**src/sv/dwtdv_pkg.sv**
```systemverilog
// ----------------------------------------------------------------------------
// DWT data-value packet parser package
// Item types, parse state, header decode constants and helpers.
// ----------------------------------------------------------------------------
package dwtdv_pkg;

  localparam int unsigned PosWidth    = 32;
  localparam int unsigned HdrPosWidth = (PosWidth < 32) ? PosWidth : 32;

  localparam logic [7:0] SizeMask      = 8'h03;
  localparam logic [7:0] KindMask      = 8'hC0;
  localparam logic [7:0] DataValueKind = 8'h80;
  localparam logic [7:0] HwSourceBit   = 8'h04;
  localparam logic [7:0] WriteBit      = 8'h08;
  localparam logic [7:0] ContMask      = 8'hCF;
  localparam logic [7:0] ContHeader    = 8'hC0;

  localparam logic [1:0] SizeCodeOne  = 2'd1;
  localparam logic [1:0] SizeCodeTwo  = 2'd2;
  localparam logic [1:0] SizeCodeFour = 2'd3;

  typedef enum logic [1:0] {
    ModeHeader  = 2'd0,
    ModePayload = 2'd1,
    ModeCont    = 2'd2
  } mode_e;

  typedef struct packed {
    logic [7:0]  trace_byte;
    logic [31:0] byte_pos;
  } in_item_t;

  typedef struct packed {
    logic [31:0] event_pos;
    logic [1:0]  comparator_id;
    logic [2:0]  payload_size;
    logic [31:0] data_value;
  } out_item_t;

  typedef struct packed {
    mode_e                  mode;
    logic [2:0]             bytes_left;
    logic [31:0]            value_accum;
    logic [7:0]             held_header;
    logic [HdrPosWidth-1:0] header_pos;
    logic [2:0]             byte_count;
  } parse_state_t;

  // Payload length in bytes for a header, zero when not a source header.
  function automatic logic [2:0] size_bytes(logic [7:0] hdr);
    logic [2:0] n;
    case (hdr[1:0] & SizeMask[1:0])
      SizeCodeOne:  n = 3'd1;
      SizeCodeTwo:  n = 3'd2;
      SizeCodeFour: n = 3'd4;
      default:      n = 3'd0;
    endcase
    return n;
  endfunction

  function automatic logic is_data_value_write(logic [7:0] hdr);
    return ((hdr & KindMask) == DataValueKind) && ((hdr & HwSourceBit) != 8'h00) &&
           ((hdr & WriteBit) != 8'h00);
  endfunction

endpackage

```
**src/sv/dwtdv_framer.sv**
```systemverilog
// ----------------------------------------------------------------------------
// DWT data-value packet framer step
// Next parse state and optional result for one trace byte.
// ----------------------------------------------------------------------------
module dwtdv_framer import dwtdv_pkg::*; (
  input  parse_state_t state_i,
  input  in_item_t     item_i,
  output parse_state_t state_o,
  output logic         res_valid_o,
  output out_item_t    res_o
);

  logic [7:0]  b;
  logic [31:0] shifted;
  logic [2:0]  hdr_size;

  assign b        = item_i.trace_byte;
  assign shifted  = {24'h000000, b} << {state_i.byte_count[1:0], 3'b000};
  assign hdr_size = size_bytes(b);

  always_comb begin
    state_o     = state_i;
    res_valid_o = 1'b0;
    res_o.event_pos     = 32'(state_i.header_pos);
    res_o.comparator_id = state_i.held_header[5:4];
    res_o.payload_size  = size_bytes(state_i.held_header);
    res_o.data_value    = state_i.value_accum | shifted;

    case (state_i.mode)
      ModePayload: begin
        state_o.value_accum = state_i.value_accum | shifted;
        state_o.byte_count  = 3'(state_i.byte_count + 3'd1);
        state_o.bytes_left  = 3'(state_i.bytes_left - 3'd1);
        // last payload byte: counter reaches zero
        if (state_i.bytes_left == 3'd1) begin
          state_o.mode = ModeHeader;
          res_valid_o  = is_data_value_write(state_i.held_header);
        end
      end
      ModeCont: begin
        if (!b[7]) begin
          state_o.mode = ModeHeader;
        end
      end
      default: begin
        if (hdr_size != 3'd0) begin
          state_o.held_header = b;
          state_o.header_pos  = item_i.byte_pos[HdrPosWidth-1:0];
          state_o.bytes_left  = hdr_size;
          state_o.byte_count  = 3'd0;
          state_o.value_accum = 32'd0;
          state_o.mode        = ModePayload;
        end else if ((b & ContMask) == ContHeader) begin
          state_o.mode = ModeCont;
        end else begin
          state_o.mode = ModeHeader;
        end
      end
    endcase
  end

endmodule

```
**src/sv/dwt_data_value_packet_parser.sv**
```systemverilog
// ----------------------------------------------------------------------------
// DWT data-value packet parser
// Frames software-trace packets and reports data-value write packets.
// ----------------------------------------------------------------------------
// Input channel: one trace byte with its stream position per item, taken
// when in_valid_i is high and in_stall_o is low. The byte is decoded in the
// cycle it arrives and updates the framing state at that edge.
// Output channel: one item per completed data-value write packet (header
// position, comparator id, size 1/2/4, little-endian value), offered from
// a result register in the cycle after the last payload byte is taken. Other
// packets, continuation runs and protocol bytes produce no item.
// Throughput: one byte per cycle while in_stall_o is low.
// Stall: in_stall_o rises only while a result waits and out_stall_i is
// high, since the next byte might finish another packet; a result being
// taken in the same cycle frees the register for the next one.
// Reset: framing returns to expecting a header, no result is pending.
// ----------------------------------------------------------------------------
module dwt_data_value_packet_parser import dwtdv_pkg::*; (
  input  logic      clk_i,
  input  logic      rst_ni,
  input  logic      in_valid_i,
  output logic      in_stall_o,
  input  in_item_t  in_item_i,
  output logic      out_valid_o,
  input  logic      out_stall_i,
  output out_item_t out_item_o
);

  parse_state_t state_q, state_d;
  logic         res_valid;
  out_item_t    res;
  logic         out_valid_q;
  out_item_t    out_item_q;
  logic         in_acc;

  dwtdv_framer u_framer (
    .state_i     (state_q),
    .item_i      (in_item_i),
    .state_o     (state_d),
    .res_valid_o (res_valid),
    .res_o       (res)
  );

  assign in_stall_o  = out_valid_q & out_stall_i;
  assign in_acc      = in_valid_i & ~in_stall_o;
  assign out_valid_o = out_valid_q;
  assign out_item_o  = out_item_q;

  always_ff @(posedge clk_i or negedge rst_ni) begin
    if (!rst_ni) begin
      state_q <= '{mode: ModeHeader, bytes_left: 3'd0, value_accum: 32'd0,
                   held_header: 8'd0, header_pos: '0, byte_count: 3'd0};
      out_valid_q <= 1'b0;
    end else begin
      if (in_acc) begin
        state_q <= state_d;
      end
      if (in_acc && res_valid) begin
        out_valid_q <= 1'b1;
      end else if (!out_stall_i) begin
        out_valid_q <= 1'b0;
      end
    end
  end

  // result payload: load on a finished data-value packet
  always_ff @(posedge clk_i) begin
    if (in_acc && res_valid) begin
      out_item_q <= res;
    end
  end

  a_payload_has_bytes: assert property (@(posedge clk_i) disable iff (!rst_ni)
    state_q.mode == ModePayload |-> state_q.bytes_left != 3'd0)
    else $error("payload mode with no bytes left");

  a_result_on_last_byte: assert property (@(posedge clk_i) disable iff (!rst_ni)
    in_acc && res_valid |-> state_q.mode == ModePayload && state_q.bytes_left == 3'd1)
    else $error("result outside the last payload byte");

  a_size_legal: assert property (@(posedge clk_i) disable iff (!rst_ni)
    out_valid_o |-> out_item_o.payload_size == 3'd1 || out_item_o.payload_size == 3'd2 ||
                    out_item_o.payload_size == 3'd4)
    else $error("illegal payload size");

  a_stall_only_when_full: assert property (@(posedge clk_i) disable iff (!rst_ni)
    in_stall_o |-> out_valid_q)
    else $error("input stalled with empty result register");

endmodule
```
**config.mk**
```make
export PLATFORM = sky130hd
export DESIGN_NAME = dwt_data_value_packet_parser
export DESIGN_NICKNAME = d
export VERILOG_FILES = /design/src/sv/dwtdv_pkg.sv /design/src/sv/dwtdv_framer.sv /design/src/sv/dwt_data_value_packet_parser.sv
export SDC_FILE = /design/constraint.sdc
export NUM_CORES = 1
export LEC_CHECK = 0
export ABC_CLOCK_PERIOD_IN_PS = 5900
export BUFFER_PORTS_ARGS = -buffer_cell sky130_fd_sc_hd__buf_2
export CORE_MARGIN = 2
export CORE_UTILIZATION = 40
export CTS_CLUSTER_DIAMETER = 80
export CTS_CLUSTER_SIZE = 25
export DETAILED_ROUTE_END_ITERATION = 10
export HOLD_SLACK_MARGIN = 0.08
export PLACE_DENSITY = 0.7
export SYNTH_ARGS = -nofsm -noshare
export SYNTH_HDL_FRONTEND = slang
export SYNTH_SLANG_ARGS = --single-unit
```
**constraint.sdc**
```tcl
create_clock -name clk_i -period 5.9 [get_ports clk_i]
set_clock_uncertainty 0.15 [all_clocks]
set_input_delay 0.59 -clock clk_i [delete_from_list [all_inputs] [get_ports clk_i]]
set_output_delay 0.59 -clock clk_i [all_outputs]
set_load 0.02 [all_outputs]
```
==> Word-level counts from Yosys, hierarchy flattened <==
Cells that the tools add are included.
{ "classes": {"add_sub_neg": 2, "eq_ne": 14, "n_shift": 1, "n_mux": 14, "n_bitwise": 6, "reduce_logical": 9} }
{ "op_table": {"columns": ["operator", "count"], "rows": [
  ["$mux 78", 1],
  ["$pmux 35 s2", 1],
  ["$or 32x32->32", 1],
  ["$shl 8x5->32", 1],
  ["$pmux 3 s3", 2],
  ["$eq 2x2->1 const B", 6],
  ["$reduce_and 3->1", 3],
  ["$mux 2", 4],
  ["$eq 2x1->1 const B", 3],
  ["$eq 6x6->1 const B", 1],
  ["$pmux 3 s2", 1],
  ["$mux 1", 4],
  ["$ne 2x1->1 const B", 2],
  ["$pmux 2 s2", 1],
  ["$add 3x1->3 const B", 1],
  ["$eq 3x1->1 const B", 1],
  ["$logic_and 1x1->1", 3],
  ["$not 1->1", 3],
  ["$reduce_bool 3->1", 1],
  ["$sub 3x1->3 const B", 1],
  ["$and 1x1->1", 2],
  ["$ne 2x2->1 const B", 1],
  ["$reduce_bool 2->1", 1],
  ["$reduce_or 2->1", 1]
]} }
{ "totals": {"regBits": 150, "inputBits": 44, "output_inout_bits": 71, "word_cells": 57} }

==> Longest topological paths before layout <==
{ "depth": {"depth_word": 7, "depth_mapped": 8, "ltp_nobuf": 6} }

==> Cells and area by module <==
Synthesis repeated with hierarchy kept, for this count alone.
{ "hier_totals": {"hier_cells": 511, "hier_area_um2": 7409.6} }
{ "modules_own_cells": {"columns": ["mod", "instances", "cells_each", "area_each_um2", "seq_area_each_um2"], "rows": [
  ["dwt_data_value_packet_parser", 1, 244, 5520.3, 4098.9],
  ["dwtdv_framer", 1, 267, 1889.3, 0.0]
]} }

==> Least setup slack after synthesis <==
OpenSTA, ideal clock, no wires.
{ "synth_path": {"kind": "reg-to-reg", "startpoint": "register state_q[79] in the netlist's numbering", "endpoint": "register out_valid_q, in the netlist out_valid_o", "setup_time_ps": 94, "arrival_time_ps": 6233, "t_required_ps": 5656, "path_slack_ps": -577, "stages_incl_launch_ff": 7, "n_path_buf": 1, "synth_period_minus_slack_ps": 6477, "cell_sequence": "dfrtp_1 > inv_1 > ha_1 > clkbuf_1 > nand2_1 > nor3_1 > or2_2"} }
{ "synth_between": {"elab_chain_len": 4, "word_cells_on_any_way": 5, "cone_classes": "2 x eq/ne; 2 x mux; 1 x reduce/logical"} }
{ "synth_lines": {"columns": ["item", "line", "rtl"], "rows": [
  ["start, declared", "dwt_data_value_packet_parser.sv:29", "parse_state_t state_q, state_d;"],
  ["start signal, assigned", "dwt_data_value_packet_parser.sv:51", "state_q <= '{mode: ModeHeader, bytes_left: 3'd0, value_accum: 32'd0,"],
  ["start signal, assigned", "dwt_data_value_packet_parser.sv:56", "state_q <= state_d;"],
  ["$eq 2x1->1 (*)", "dwtdv_framer.sv:29", "case (state_i.mode)"],
  ["$mux 1 (*)", "dwtdv_framer.sv:29", null],
  ["$logic_and 1x1->1 (*)", "dwt_data_value_packet_parser.sv:58", "if (in_acc && res_valid) begin"],
  ["$ne 2x1->1 (no source line) / $mux 1 (equally long branches)", null, null],
  ["end signal, assigned", "dwt_data_value_packet_parser.sv:53", "out_valid_q <= 1'b0;"],
  ["end signal, assigned", "dwt_data_value_packet_parser.sv:59", "out_valid_q <= 1'b1;"],
  ["end signal, assigned", "dwt_data_value_packet_parser.sv:61", "out_valid_q <= 1'b0;"],
  ["end, declared", "dwt_data_value_packet_parser.sv:32", "logic out_valid_q;"]
]} }
Every way passes the cells marked *; elsewhere a longest branch is shown, timed or not.
A chain may end at the register's enable or synchronous reset.

==> Worst setup path in the final report <==
{ "layout_path": {"startpoint": "register state_q[79] in the netlist's numbering", "endpoint": "register out_item_q, in the netlist out_item_o[7], enable pin"} }
{ "layout_between": {"elab_chain_len": 3} }
{ "layout_lines": {"columns": ["item", "line", "rtl"], "rows": [
  ["$eq 2x1->1", "dwtdv_framer.sv:29", null],
  ["$mux 1", "dwtdv_framer.sv:29", null],
  ["$logic_and 1x1->1", "dwt_data_value_packet_parser.sv:68", "if (in_acc && res_valid) begin"],
  ["end signal, assigned", "dwt_data_value_packet_parser.sv:69", "out_item_q <= res;"],
  ["end, declared", "dwt_data_value_packet_parser.sv:33", "out_item_t out_item_q;"]
]} }
Every way passes these cells.

==> impl_metrics.csv <==
group,metric,value,unit
setup_path,arrival,3.31,ns
final_layout,multi_input_area,1575,µm²
floorplanning,initial_utilization,40.44,%
grt,first_global_vias,3491,
sta,timing.final.crit_period,3.374,ns
synth,post-synth-top-area-cell,"edfxtp_1",
grt,leftover_overflow_at_the_end_of_global_routing,0,
synth,synth_seq_cells,149,
setup_path,cp_slowest_cell,"nor3_4",
synth,netlist_instances,377,
run_status,status,"completed",
final_layout,area_growth,21.02,%
sta,grt_setup_unrepaired,"no",
synth,syn-cell-area,5811,µm²
floorplanning,fp.dieW,124.5,µm
sta,max_slew_margin,21.70,%
drt,via_per_inst,5.100,
synth,top_cell_type_s_share_of_synthesized_area,35.66,%
setup_path,setup.worst_path.class,"reg2reg",
pwr,static-leakage-power,3.265,nW
sta,report.final.slew_viol_count,0,
floorplanning,floorplan.rows,44,
synth,synth-seq-area-share,70.11,%
drt,overall_via_count_from_detail_route,3468,
grt,overall_global_routing_usage,15.62,%
placed_design,port_buffers,114,
placed_design,post_dp_cell_area,6499,µm²
final_layout,fin_util,48.94,%
floorplanning,die_h,124.5,µm
pwr,power,3.148,mW
sta,setup_ws,2.526,ns
clock_tree,cts_num_sinks,149,
sta,clock.fmax,0.2963,GHz
final_layout,design_area_final,7032,µm²
clock_tree,max-clock-path-buffers,2,
placed_design,post-place-cells,649,
synth,synth.net_count,425,
clock_tree,post_cts_buffers,0,
setup_path,rr_startpoint,"state_q[79]$_DFFE_PN0P_",
sta,fin_crit_sh,57.19,%
clock_tree,cts_root_buf,"clkbuf_16",
final_layout,nNetsFinal,532,
floorplanning,io-pin-count,115,
sta,tightestPinTransition,1.171,ns
final_layout,layout-drive-gt1-share,38.31,%
synth,postSynthAreaPerCell,15.41,µm²
setup_path,worstPathBufferInverterCount,2,
drt,post_route_drc_violation_count,0,
final_layout,layout.cells.most_common_list,"113 x buf_2, 80 x dfrtp_1, 69 x edfxtp_1",
sta,finalHoldViolations,0,
drt,route.detailed.wl_per_inst,17.15,µm
synth,netlist-cell-type-count,38,
sta,finalSetupViolCount,0,
floorplanning,core-area,14370,µm²
final_layout,num_antenna_cells,0,
setup_path,worst_path_max_fanout,48,
final_layout,layout_commonest_cell,"buf_2",
clock_tree,post_cts_resized,0,
drt,wl,11.66,mm
grt,grt_pass1_wl,19.00,mm
clock_tree,clk_slew_on_worst_s_h_paths,0.06,ns
pwr,power_per_cell_area,447.7,nW/µm²
final_layout,layoutNonFillerInstCount,680,
flow_run,max_cap_violations,0,
final_layout,fillers,1232,
setup_path,critical_path.cell_chain,"inv_1 > ha_1 > nand2_1 > nor3_4 > buf_12",
clock_tree,cts_tree,"yes",
setup_path,critical_path.startpoint,"state_q[79]$_DFFE_PN0P_",
setup_path,cp-end-kind,"register",
synth,synth_warnings,0,
setup_path,critical-path-max-stage-delay,0.99,ns
clock_tree,clock_buffer_count_from_cts,17,
placed_design,dp_slack,2.484,ns
grt,number_of_antenna_violations_at_the_first_check_in_global_routing,0,
clock_tree,htree_num_levels,4,
sta,hold_ws,0.1977,ns
drt,first_iter_violations,254,
synth,synthTopCellsByArea,"edfxtp_1 36%, dfrtp_1 34%, mux2_4 10%, a21o_1 4.1%, nor2_1 2.4%",
setup_path,critical_path.startpoint_type,"register",
drt,ant_nets,0,
hold_path,worstHoldPathType,"in2async",
setup_path,cp.required,5.84,ns
setup_path,path_delay_family,"simple AND/OR/NAND/NOR gates",
clock_tree,holdBufCountCts,0,
final_layout,ff_latch_area,4074,µm²
sta,setup_tns,0,ns
drt,drt-pass1-iter-count,4,
placed_design,place_hpwl,7.290,mm
grt,pin_count_of_the_biggest_net_entering_global_routing,81,
clock_tree,insertion_delay,0.41,ns
pwr,peakVddDrop,0.2289,mV
floorplanning,die_area,15510,µm²
placed_design,gp_congestion,0.7916,
==> metal layers <==
| layer | vias up | wire (µm) | track usage (%) |
|---|---|---|---|
| met5 | - | 0 | 0 |
| met4 | 0 | 188 | 6.874 |
| met3 | 18 | 692 | 4.210 |
| met2 | 137 | 5315 | 22.79 |
| met1 | 1725 | 5468 | 22.04 |
| li1 | 1588 | - | - |
==> cells in the mapped netlist, drive strengths merged <==
cell	instances
a21bo	1
a21boi	1
a21o	32
a21oi	21
a221o	1
a221oi	1
a22o	1
a31oi	5
a41oi	13
and2	4
and3	2
and4	2
buf	14
clkbuf	14
dfrtp	80
edfxtp	69
ha	4
inv	5
mux2	40
nand2	6
nand2b	1
nand3	3
nand3b	1
nand4	1
nand4b	1
nor2	38
nor2b	5
nor3	2
nor4	1
o211ai	1
o21ai	3
o221a	1
o221ai	1
or2	2
==> sequential cells by signal, indices dropped and copies added (netlist names) <==
name         count
out_item_o      69
out_valid_o      1
state_q         79
==> cells by family (layout without fill, tap and decap cells) <==
logic type               count (synthesis)  after routing  share of synthesized area [%]
adder cells (fa/ha/maj)                  4              4                         0.8614
multiplexers                            40             40                          10.34
AND/OR/NAND/NOR                         69             69                          5.707
AO/OA/AOI/OAI                           82             82                          10.01
buffers and inverters                   33            152                          2.971
flip-flops                             149            149                          70.11
==> layout make-up <==
class	count	share of cell area, %
tap	184	3.274
timing repair buffer	116	8.541
sequential	149	57.94
clock buffer	21	6.406
multi-input combinational	195	22.40
inverter	5	0.2669
clock inverter	10	1.174
==> power by group <==
group	total, mW	switching (mW)	internal (mW)
clock	0.970	0.386	0.584
sequential	1.51	0.133	1.37
combinational	0.673	0.308	0.365
==> worst paths after layout <==
check	to	slack, ns	cells after the start
setup / recovery	out_item_o[7]$_DFFE_PP_	2.53	5
hold / removal	state_q[33]$_DFFE_PN0P_	0.20	1
setup reg to reg	out_item_o[7]$_DFFE_PP_	2.53	5
min in group clk_i	state_q[6]$_DFFE_PN0P_	0.26	2
max in group asynchronous	state_q[47]$_DFFE_PN0P_	4.71	1
hold reg to reg	out_item_o[60]$_DFFE_PP_	0.29	0
Note: power is estimated with default switching activity, not from simulation.
